--- config.mk ---
export PLATFORM = sky130hd
export DESIGN_NAME = cbrp_front
export DESIGN_NICKNAME = d
export VERILOG_FILES = /design/src/rtl/cbrp_pkg.sv /design/src/rtl/cbrp_front.sv
export SDC_FILE = /design/constraint.sdc
export NUM_CORES = 1
export LEC_CHECK = 0
export BUFFER_PORTS_ARGS = -buffer_cell sky130_fd_sc_hd__buf_2
export CAP_MARGIN = 20
export CORE_AREA = 2 2 138 106
export CTS_CLUSTER_DIAMETER = 30
export CTS_CLUSTER_SIZE = 14
export DETAILED_ROUTE_END_ITERATION = 10
export DIE_AREA = 0 0 140 108
export HOLD_SLACK_MARGIN = 0.12
export PLACE_DENSITY = 0.6
export SLEW_MARGIN = 20
export SYNTH_ARGS = -nofsm -noshare
export SYNTH_HDL_FRONTEND = slang
export SYNTH_SLANG_ARGS = --single-unit
--- constraint.sdc ---
create_clock -name clk_i -period 2.5 [get_ports clk_i]
set_clock_uncertainty 0.05 [all_clocks]
set_input_delay 0 -clock clk_i [delete_from_list [all_inputs] [get_ports clk_i]]
set_output_delay 0 -clock clk_i [all_outputs]
set_load 0.1 [all_outputs]
--- src/rtl/cbrp_pkg.sv ---
`timescale 1ns / 1ps

package cbrp_pkg;

  localparam logic [1:0] FUNC_RD  = 2'd0;
  localparam logic [1:0] FUNC_WR  = 2'd1;
  localparam logic [1:0] FUNC_DMA = 2'd2;

  localparam logic [2:0] ROUTE_INT  = 3'd0;
  localparam logic [2:0] ROUTE_PPU  = 3'd1;
  localparam logic [2:0] ROUTE_CART = 3'd2;
  localparam logic [2:0] ROUTE_OAM  = 3'd3;
  localparam logic [2:0] ROUTE_NONE = 3'd4;

  localparam logic [15:0] ADDR_OAM_DMA = 16'h4014;
  localparam logic [15:0] ADDR_PAD     = 16'h4016;
  localparam logic [15:0] PPU_BASE     = 16'h2000;
  localparam logic [7:0]  PAD_OPEN     = 8'h40;

  // Result of one transaction as it moves toward the output register.
  typedef struct packed {
    logic [7:0]  rdata;
    logic        use_ram;   // read_data comes from the RAM read port
    logic        dma_cap;   // RAM byte also feeds the DMA byte latch
    logic [2:0]  route;
    logic [15:0] daddr;
    logic [7:0]  dwdata;
    logic        dwrite;
    logic        busy;
    logic        done;
  } item_t;

endpackage

--- src/rtl/cbrp_front.sv ---
`timescale 1ns / 1ps

module cbrp_front #(
  parameter int RAM_BYTES = 2048,
  parameter int AW        = 11
) (
  input  logic                 clk_i,
  input  logic                 rst_ni,
  input  logic                 accept_i,
  input  logic [1:0]           func_i,
  input  logic [15:0]          addr_i,
  input  logic [7:0]           wdata_i,
  input  logic [7:0]           buttons_i,
  input  logic [7:0]           dev_rdata_i,
  input  logic                 cap_i,
  input  logic [7:0]           ram_rdata_i,
  output logic                 clr_o,
  output cbrp_pkg::item_t      item_o,
  output logic                 ram_we_o,
  output logic [AW-1:0]        ram_waddr_o,
  output logic [7:0]           ram_wdata_o,
  output logic                 ram_re_o,
  output logic [AW-1:0]        ram_raddr_o
);

  logic          clr_q, clr_d;
  logic [AW-1:0] clr_idx_q, clr_idx_d;
  logic          strobe_q, strobe_d;
  logic [7:0]    shift_q, shift_d;
  logic          active_q, active_d;
  logic          wphase_q, wphase_d;
  logic [15:0]   src_q, src_d;
  logic [7:0]    byte_q, byte_d;
  logic          ext_q, ext_d;

  logic [15:0]   ra;
  logic          do_read, do_write, dma_rd, dma_wr;
  logic          ra_ram, ra_ppu, ra_io, wa_ram, wa_ppu, wa_io;
  logic [7:0]    pad_src, oam_byte;
  logic [15:0]   src_inc;
  cbrp_pkg::item_t it;

  // Fold a work RAM address onto the RAM size; the quotient stays below eight.
  function automatic logic [AW-1:0] ram_index(input logic [12:0] a);
    logic [15:0] r;
    r = {3'b000, a};
    for (int k = 2; k >= 0; k--) begin
      if (r >= 16'(RAM_BYTES << k)) begin
        r = r - 16'(RAM_BYTES << k);
      end
    end
    return r[AW-1:0];
  endfunction

  assign dma_rd   = (func_i == cbrp_pkg::FUNC_DMA) && active_q && !wphase_q;
  assign dma_wr   = (func_i == cbrp_pkg::FUNC_DMA) && active_q && wphase_q;
  assign do_read  = (func_i == cbrp_pkg::FUNC_RD) || dma_rd;
  assign do_write = (func_i == cbrp_pkg::FUNC_WR);
  assign ra       = (func_i == cbrp_pkg::FUNC_RD) ? addr_i : src_q;

  assign ra_ram = (ra[15:13] == 3'd0);
  assign ra_ppu = (ra[15:13] == 3'd1);
  assign ra_io  = (ra[15:5] == 11'h200);
  assign wa_ram = (addr_i[15:13] == 3'd0);
  assign wa_ppu = (addr_i[15:13] == 3'd1);
  assign wa_io  = (addr_i[15:5] == 11'h200);

  assign pad_src  = strobe_q ? buttons_i : shift_q;
  assign src_inc  = src_q + 16'd1;
  assign oam_byte = ext_q ? dev_rdata_i : (cap_i ? ram_rdata_i : byte_q);

  always_comb begin
    it        = '0;
    it.route  = cbrp_pkg::ROUTE_NONE;
    strobe_d  = strobe_q;
    shift_d   = shift_q;
    active_d  = active_q;
    wphase_d  = wphase_q;
    src_d     = src_q;
    byte_d    = cap_i ? ram_rdata_i : byte_q;
    ext_d     = ext_q;

    if (do_read) begin
      if (ra_ram) begin
        it.route   = cbrp_pkg::ROUTE_INT;
        it.use_ram = 1'b1;
      end else if (ra_ppu) begin
        it.route = cbrp_pkg::ROUTE_PPU;
        it.daddr = cbrp_pkg::PPU_BASE | {13'd0, ra[2:0]};
      end else if (ra_io) begin
        it.route = cbrp_pkg::ROUTE_INT;
        if (ra == cbrp_pkg::ADDR_PAD) begin
          it.rdata = cbrp_pkg::PAD_OPEN | {7'd0, pad_src[0]};
          shift_d  = {1'b1, pad_src[7:1]};
        end
      end else begin
        it.route = cbrp_pkg::ROUTE_CART;
        it.daddr = ra;
      end
      if (dma_rd) begin
        wphase_d = 1'b1;
        if (it.route == cbrp_pkg::ROUTE_INT) begin
          ext_d = 1'b0;
          if (ra_ram) begin
            it.dma_cap = 1'b1;
          end else begin
            byte_d = it.rdata;
          end
        end else begin
          ext_d = 1'b1;
        end
      end
    end else if (do_write) begin
      if (wa_ram) begin
        it.route = cbrp_pkg::ROUTE_INT;
      end else if (wa_ppu) begin
        it.route  = cbrp_pkg::ROUTE_PPU;
        it.daddr  = cbrp_pkg::PPU_BASE | {13'd0, addr_i[2:0]};
        it.dwdata = wdata_i;
        it.dwrite = 1'b1;
      end else if (addr_i == cbrp_pkg::ADDR_OAM_DMA) begin
        it.route = cbrp_pkg::ROUTE_INT;
        active_d = 1'b1;
        wphase_d = 1'b0;
        src_d    = {wdata_i, 8'd0};
      end else if (addr_i == cbrp_pkg::ADDR_PAD) begin
        it.route = cbrp_pkg::ROUTE_INT;
        strobe_d = wdata_i[0];
        if (wdata_i[0]) begin
          shift_d = buttons_i;
        end
      end else if (wa_io) begin
        it.route = cbrp_pkg::ROUTE_NONE;
      end else begin
        it.route  = cbrp_pkg::ROUTE_CART;
        it.daddr  = addr_i;
        it.dwdata = wdata_i;
        it.dwrite = 1'b1;
      end
    end else if (dma_wr) begin
      it.route  = cbrp_pkg::ROUTE_OAM;
      it.dwdata = oam_byte;
      it.dwrite = 1'b1;
      byte_d    = oam_byte;
      ext_d     = 1'b0;
      src_d     = src_inc;
      wphase_d  = 1'b0;
      if (src_inc[7:0] == 8'd0) begin
        active_d = 1'b0;
        it.done  = 1'b1;
      end
    end
    it.busy = active_d;
  end

  assign item_o = it;

  // Clear sweep after reset; the RAM has no per-entry valid bits.
  always_comb begin
    clr_d     = clr_q;
    clr_idx_d = clr_idx_q;
    if (clr_q) begin
      clr_idx_d = clr_idx_q + AW'(1);
      if (clr_idx_q == AW'(RAM_BYTES - 1)) begin
        clr_d = 1'b0;
      end
    end
  end

  assign clr_o       = clr_q;
  assign ram_we_o    = clr_q || (accept_i && do_write && wa_ram);
  assign ram_waddr_o = clr_q ? clr_idx_q : ram_index(addr_i[12:0]);
  assign ram_wdata_o = clr_q ? 8'd0 : wdata_i;
  assign ram_re_o    = accept_i && do_read && ra_ram;
  assign ram_raddr_o = ram_index(ra[12:0]);

  always_ff @(posedge clk_i or negedge rst_ni) begin
    if (!rst_ni) begin
      clr_q     <= 1'b1;
      clr_idx_q <= '0;
    end else begin
      clr_q     <= clr_d;
      clr_idx_q <= clr_idx_d;
    end
  end

  always_ff @(posedge clk_i or negedge rst_ni) begin
    if (!rst_ni) begin
      strobe_q <= 1'b0;
      shift_q  <= 8'd0;
      active_q <= 1'b0;
      wphase_q <= 1'b0;
      src_q    <= 16'd0;
      byte_q   <= 8'd0;
      ext_q    <= 1'b0;
    end else begin
      if (accept_i) begin
        strobe_q <= strobe_d;
        shift_q  <= shift_d;
        active_q <= active_d;
        wphase_q <= wphase_d;
        src_q    <= src_d;
        byte_q   <= byte_d;
        ext_q    <= ext_d;
      end else if (cap_i) begin
        byte_q <= ram_rdata_i;
      end
    end
  end

endmodule

==> run summary <==
Avg Cell Area, Syn - 8.04 µm²
Met2 Wirelength - 6.14 mm
WL per Instance - 17.4 µm
global-route wire length before repair - 22.9 mm
FILL cells - 1377
commonest cells after routing, fill and taps aside - buf_2 (104), nand2_1 (72), dfrtp_1 (43)
Critical Path Source Type - flop
Pre-antenna DRT Iters - 10
number of cell rows - 37
RSZ-0062 raised after global routing - no
top-area cell type share of the netlist area - 29.1%
Clk Latency, worst-skew pair - 290 ps
compound-gate portion of the synthesized area - 22.2%
Area after DPL - 5180 µm²
TritonCTS Buffers - 5
CP peak stage delay - 560 ps
CP Max Fanout - 4
wl on met1 - 7.11 mm
largest net degree at the start of global routing - 29
Relative slew margins - 37.1%
most used flip-flop cell after synthesis - dfrtp_1
nets - 713
delay-heaviest family, CP - simple AND/OR/NAND/NOR gates
slack of the worst reg-to-reg path - 280 ps
Core Area - 13700 µm²
fin crit share - 96.5%
Clock Sinks - 48
DR vias - 4433
Vias/cell - 5.33
xor/xnor share of the synthesized area - 3.03%
cell accounting for the most synthesized area - dfrtp_1
ANT cells - 0
critical path class - flop to primary output
P per Cell Area - 593 nW/µm²
# port buffers - 120
CTS Root Cell - clkbuf_16
Initial Util - 29.6%
r2r worst-path depth - 5
total global-route track usage - 19.1%
Tot Pwr - 3.40 mW
top routing layer in use - met4
clock-pin slew on the worst setup and hold paths - 60 ps
final hold vios - 0
design area - 5730 µm²
Reg2Reg Launch Point - src_q[15]
Synth Register Bits - 48
f_max - 414 MHz
CP Cell Sequence - or4_4 -> nor4_4 -> or2_4 -> buf_4 -> o21ai_0 -> o21a_1 -> buf_12
fraction of final layout cells sized beyond drive strength 1 - 33.6%
Final setup viols - 0
die area - 15100 µm²
final worst slack - 86.5 ps
initial DRC count - 419
final wirelength - 14.5 mm
Simple-Gate Fraction of Synth Area - 26.1%
Syn Inst Count - 503
DR WL met3 - 1.11 mm
initial antenna violation count - 0
Layout area overhead - 41.7%
Post-DP HPWL - 11.3 mm
Peak VDD IR - 0.289 mV
Seq/Total Area, Yosys - 29.7%
max-cap violations - 0
CTS tree - done
mapped cell area - 4050 µm²
# DRC - 10
Unique masters post-synth - 71
remaining antenna violation count - 0
Routability Congestion - 0.931
most common cell after layout, fill and taps aside - buf_2
Adder-Cell Fraction of Synth Area - 0.928%
Worst R2R End - shift_q[6]
slowest cell on the critical path - or4_4
worst slew pin tran - 936 ps
Crit. End Element - primary output
Synth area leaders - dfrtp_1 (29%), nand2_1 (6.7%), o21ai_0 (4.6%), mux2i_1 (4.5%), mux2_2 (4.5%)
H-tree Lvls - 2
hold depth - 5
Buf/Inv on CP - 2
YS warnings - 0
GRT overflow - 0
post-synthesis async set-or-reset flop share - 100%
Final Max Tran Viols - 0
die height - 108 µm
status - complete, but fails checks
Clock Path Buffers - 2
I/O pin total - 127
Leakage - 2.69 nW
main combinational cell family by area after synthesis - simple AND/OR/NAND/NOR gates
worst min-delay path class - primary input to flop
Die W - 140 µm
CP required - 2450 ps
fin crit period - 2410 ps
hold worst-path end - byte_q[2]
Setup WS pre-CTS - 82.2 ps
Post-synth EDFFs - 0
beginning of the worst hold path - ram_rdata_i[2]
vias in the first global route - 4201
failing checks - DRC
mux cell area share after synthesis - 11.5%
Arr. time, crit path - 2360 ps
[worst register-to-register path, cell delays in order, from the launching register on]
cell	delay, ps
dfrtp_1	450
or4b_4	540
nor4_1	280
a21o_1	160
a41oi_4	250
mux2_4	370
[power by group]
| group | internal [mW] | total (mW) | switching [mW] |
|---|---|---|---|
| logic | 0.493 | 1.74 | 1.24 |
| clock network | 0.400 | 0.690 | 0.290 |
| registers | 0.859 | 0.973 | 0.114 |
[cell families (layout without fill, tap and decap cells)]
logic type / count (synthesis) / count (layout)
AOI/OAI and AO/OA: 130 / 130
xor gates and xnor gates: 14 / 14
adders and majority gates: 3 / 3
buffers and inverters: 56 / 205
DFF: 48 / 48
muxes: 41 / 41
other: 1 / 6
and+or+nand+nor: 210 / 210
[metal layers]
metal,vias to the layer above,track usage [%]
met5,-,0
met4,0,3.54
met3,14,3.90
met2,176,28.7
met1,2112,28.4
li1,2131,-
[repair_timing]
item                                    in CTS  in global routing
pin swaps                                    1                  6
setup buffers                                2                  2
hold buffers                                31                  0
gates resized for setup                      9                 11
hold endpoints to repair                    47                  0
endpoints found under the setup margin      16                 13
[worst max-delay path by stage]
| stage | start | to | slack, ps | depth (start not counted) |
|---|---|---|---|---|
| floorplan | src_q[1] | item_o[0] | -450 | 5 |
| global placement | src_q[1] | item_o[1] | 110 | 7 |
| detailed placement | src_q[1] | item_o[1] | 80 | 7 |
| CTS | src_q[9] | item_o[12] | 3 | 6 |
| global route | src_q[2] | item_o[1] | 20 | 6 |
| finish | src_q[12] | item_o[28] | 90 | 7 |
[sequential cells by signal, summed over array words and instances (netlist names)]
signal	count
src_q	16
clr_idx_q	11
byte_q	8
shift_q	8
active_q	1
clr_o	1
ext_q	1
strobe_q	1
wphase_q	1
[final cells by class]
cell class              instances  area [µm²]  area share [%]
clock buffers                   8         146            2.55
inverters                      11        41.3           0.721
multi-input cells             404        2700            47.2
flip-flops and latches         48        1210            21.1
well taps                     175         219            3.82
repair buffers                186        1410            24.7
[cell usage after synthesis, types with 10 or more instances]
master and instances:
mux2i_1 18, clkbuf_1 26, nor3_1 13, nand2_1 72
dfrtp_1 47, nand4_1 10, o21ai_0 37, mux2_2 16
nor2_1 37, nor2b_1 11, inv_1 11, nand3_1 22
a21oi_1 21
[stage by stage]
step	hold WS [ps]	std cells	utilization [%]	TNS (ps)
after floorplan	-346	508	-	-829
after global placement	-51.4	789	37.9	0
after detailed placement	-40.6	789	37.9	0
after CTS	135	830	41.6	0
after global routing	211	832	42.0	0
final	134	832	42.0	0
Power figures use the tool's default switching activity.
